`src/design/lock_order_cycle_checker_unit_assert.svh`:
```
// Assertion macros used by the lock order cycle checker unit.
`ifndef LOCK_ORDER_CYCLE_CHECKER_UNIT_ASSERT_SVH
`define LOCK_ORDER_CYCLE_CHECKER_UNIT_ASSERT_SVH

// The consequent must hold in the same cycle as the antecedent.
`define LOCC_ASSERT_IMPLIES(label, ante, cons) \
    label: assert property (@(posedge clk) disable iff (!rst_n) (ante) |-> (cons)) \
        else $error("lock order checker assertion failed");

// The consequent must hold in the cycle after the antecedent.
`define LOCC_ASSERT_NEXT(label, ante, cons) \
    label: assert property (@(posedge clk) disable iff (!rst_n) (ante) |=> (cons)) \
        else $error("lock order checker assertion failed");

`endif

```
`src/design/locc_ram.sv`:
```
// Simple dual-port memory with one write port and one registered read port.
`timescale 1ns / 1ps

module locc_ram #(
    parameter int WIDTH = 64,
    parameter int DEPTH = 64
) (
    input  logic                                     clk,
    input  logic                                     wr_en,
    input  logic [((DEPTH > 1) ? $clog2(DEPTH) : 1)-1:0] wr_addr,
    input  logic [WIDTH-1:0]                         wr_data,
    input  logic                                     rd_en,
    input  logic [((DEPTH > 1) ? $clog2(DEPTH) : 1)-1:0] rd_addr,
    output logic [WIDTH-1:0]                         rd_data
);

    logic [WIDTH-1:0] mem [DEPTH];
    logic [WIDTH-1:0] rd_data_reg;

    always_ff @(posedge clk)
    begin
        if (wr_en)
        begin
            mem[wr_addr] <= wr_data;
        end
    end

    always_ff @(posedge clk)
    begin
        if (rd_en)
        begin
            rd_data_reg <= mem[rd_addr];
        end
    end

    assign rd_data = rd_data_reg;

endmodule

```
`config.mk`:
```
export PLATFORM = sky130hd
export DESIGN_NAME = locc_ram
export DESIGN_NICKNAME = d
export VERILOG_FILES = /design/src/design/lock_order_cycle_checker_unit_assert.svh /design/src/design/locc_ram.sv
export SDC_FILE = /design/constraint.sdc
export NUM_CORES = 2
export LEC_CHECK = 0
export BUFFER_PORTS_ARGS = -buffer_cell sky130_fd_sc_hd__buf_2
export CAP_MARGIN = 10
export CORE_UTILIZATION = 40
export CTS_CLUSTER_SIZE = 10
export DETAILED_ROUTE_END_ITERATION = 12
export PLACE_DENSITY = 0.55
export SLEW_MARGIN = 25
export SYNTH_ARGS = -nofsm -noshare
export SYNTH_HDL_FRONTEND = slang
export SYNTH_SLANG_ARGS = --single-unit
```
`constraint.sdc`:
```
create_clock -name clk -period 9.75 [get_ports clk]
set_input_delay 1.95 -clock clk [delete_from_list [all_inputs] [get_ports clk]]
set_output_delay 1.95 -clock clk [all_outputs]
set_load 0.05 [all_outputs]
```
==> impl_metrics.csv <==
group,metric,value,unit
timing,maxSlewHeadroom,25.8,%
route,routed_wl,454,mm
grt,grt_util_all_layers,22.8,%
cts,cts-hold-fix-buffers,0,
die,die_h,628,microns
hold_path,hold_class,"reg -> reg",
finish,fin_util,45.6,%
die,rows,229,
die,core,0.390,sq mm
route,drtAntennaViolNets,0,
timing,worst_pin_slew,1110,ps
die,die_w,628,microns
finish,n_fill_cell,31900,
timing,rsz0062_at_grt,"no",
timing,hold_slack,907,ps
setup_path,required,10440,ps
setup_path,crit_path_start_kind,"input port",
status,status,"finished clean",
finish,area_growth,13.3,%
grt,gr-total-overflow,0,
setup_path,path_cells,"buf_8 -> buf_12 -> and2_4 -> buf_4 -> a22oi_1 -> and3_1 -> a211oi_1",
cts,cts_setup_buffers,0,
route,vias,75100,
die,start_util,40.3,%
setup_path,slowest_stage,"buf_4",
hold_path,hold_path_end,"rd_data[42]",
hold_path,hp-start,"mem[44][42]",
route,drt_iter0_markers,8959,
finish,nets,7138,
pwr,power_switching_share,21.3,%
yosys,synth_seq_cells,4160,
pwr,power,36.8,mW
setup_path,cp_slowest_stage_delay,740,ps
yosys,async_flop_share,0,%
cts,clk_pin_slew,60,ps
setup_path,worst-path-stages,7,
timing,slew_violations,0,
timing,setup_viol,0,
setup_path,worst_r2r_path_depth,4,
pwr,leakage,54.7,nW
pwr,p_switching,7.82,mW
route,firstDrtPassIters,6,
grt,grt_max_degree,104,
setup_path,end_kind,"flip-flop",
cts,worstSkewPairLatency,1000,ps
cts,cts_sinks,4160,
place,hpwl,246,mm
pwr,p_per_area,207,mW/mm^2
pwr,peakVddDrop,0.171,mV
pwr,pwr-share-clk,41.0,%
cts,cts.path.max_buffers,4,
yosys,synth_nets,6677,
pwr,pwr-share-comb,4.8,%
timing,finalCritPeriodShare,49.3,%
timing,finalHoldViolCount,0,
cts,numCtsBuffers,464,
hold_path,hold_depth,4,
flow_run,maxCapViolations,0,
pwr,internal_power,29.0,mW
setup_path,cp_num_buf_inv,3,
pwr,seqPwrFrac,54.2,%
route,drc_errors,0,
yosys,synth_area,0.157,sq mm
setup_path,cp_top_family,"buffers and inverters",
yosys,syn_inst,6598,
die,design.die.area,0.395,sq mm
yosys,synth_top_cell_by_area,"edfxtp_1",
cts,cts_resized,0,
yosys,syn_avg_cell_area,23.8,sq um
timing,layout_min_cycle_time,4800,ps
route,wl_per_cell,36.7,microns
yosys,synth_ff_type,"edfxtp_1",
yosys,ys_seq_area_share,79.6,%
grt,antenna_found_initial,42,
setup_path,crit_path_max_fanout,102,
route,via_per_inst,6.06,
timing,setup-tns-final,0,ps
grt,grt_pass1_wl,627,mm
yosys,yosysWarnings,0,
place,globalplace.congestion,0.770,
yosys,synthDistinctLibCells,32,
die,io_pins,143,
finish,largest_reg_flops,4096,
timing,fin_skew,37.8,ps
finish,drive_gt1_share,27.8,%
cts,cts_tree,"yes",
grt,grt_pass1_vias,76700,
place,io_buffers,142,
setup_path,worst_ep_arrival_time,5490,ps
cts,cts-root-buf,"clkbuf_16",
yosys,yosys-top-cells-area,"edfxtp_1, mux4_2, mux2i_1",
cts,h-tree-depth,5,
setup_path,reg2reg_slack,7390,ps
yosys,synth_edf_count,4160,
yosys,synth_top_area_share,79.6,%
setup_path,r2r_end,"rd_data[34]",
timing,fmax,208,MHz
setup_path,critical_path_class,"in -> reg",
setup_path,r2r-start,"mem[30][34]",
## synth_stat cells (3+ instances only)
cell type / instances
o22ai_1: 83
clkbuf_1: 140
buf_2: 170
edfxtp_1: 4160
a2bb2oi_1: 19
nand2b_1: 11
a22o_1: 88
a31oi_1: 18
mux2i_1: 135
nor2b_1: 28
nand3_1: 45
nand2_1: 58
o221ai_1: 38
and3_1: 64
buf_1: 20
mux4_2: 1024
or3_1: 29
and2_1: 3
buf_4: 34
inv_1: 19
a211oi_1: 63
a41oi_1: 26
a22oi_1: 168
nor2_1: 112
or2_2: 28
buf_6: 6
## kinds of logic (layout without fill, tap and decap cells)
| kind of cell | Yosys count | count (layout) | synth area share, % |
|---|---|---|---|
| AOI/OAI and AO/OA | 504 | 504 | 2.47 |
| muxes | 1159 | 1159 | 15.6 |
| buffers and inverters | 389 | 947 | 1.18 |
| DFF | 4160 | 4160 | 79.6 |
| other | 0 | 25 | 0 |
| and+or+nand+nor | 386 | 386 | 1.23 |
## power by group through the flow
stage	sequential, mW	combinational [mW]	clock, mW
floorplan	20.3	0.923	0
global placement	20.3	1.75	0
detailed placement	20.3	1.78	0
CTS	20.0	1.78	15.4
global route	19.9	1.86	16.0
finish	19.9	1.76	15.1
## worst register-to-register path: stages, from the launching register on
cell and delay, ps:
edfxtp_1 400, mux4_2 530, o221ai_1 550, o22ai_1 380
and3_1 250
## worst max path at each step
| stage | from | endpoint | slack, ps |
|---|---|---|---|
| 2_1_floorplan | wr_addr[3] | mem[48][0] | 2360 |
| 3_5_place_dp | rd_addr[2] | rd_data[36] | 3890 |
| 6_report | rd_addr[2] | rd_data[36] | 4950 |
| 5_1_grt | rd_addr[2] | rd_data[36] | 4920 |
| 4_1_cts | rd_addr[2] | rd_data[36] | 4910 |
| 3_3_place_gp | rd_addr[2] | rd_data[36] | 3880 |
## final cells by class
cell class | instances | area, sq um | share of cell area [%]
clock buffer | 522 | 11900 | 6.69
clock inverter | 41 | 460 | 0.259
timing repair buffer | 365 | 3150 | 1.77
sequential | 4160 | 125000 | 70.2
inverter | 19 | 71.3 | 0.0401
tap | 5197 | 6500 | 3.66
multi-input combinational | 2049 | 30800 | 17.3
antenna | 25 | 62.6 | 0.0352
## per-stage QoR
step	setup slack [ps]	std cells	cell area, sq um
2_1_floorplan	2360	6598	157000
3_3_place_gp	3880	11800	165000
3_5_place_dp	3890	11800	165000
4_1_cts	4910	12400	178000
5_1_grt	4920	12400	178000
6_report	4950	12400	178000
## layout by cell type (no fill, tap or decap), types with 65 or more instances in the layout
cell type and n:
o22ai_1 83, nor2_4 65, mux4_2 1024, mux2i_1 135
edfxtp_1 4160, a22oi_1 168, a22o_1 88, buf_2 96
buf_4 219, clkbuf_16 467
## metal layers
layer	routed length [microns]	vias up	global-route usage, %
met1	183000	41800	31.4
met4	12100	8	5.74
met2	224000	3308	37.8
met5	48	-	0
met3	34300	625	3.85
li1	-	29300	-
(Power assumes the default switching activity.)
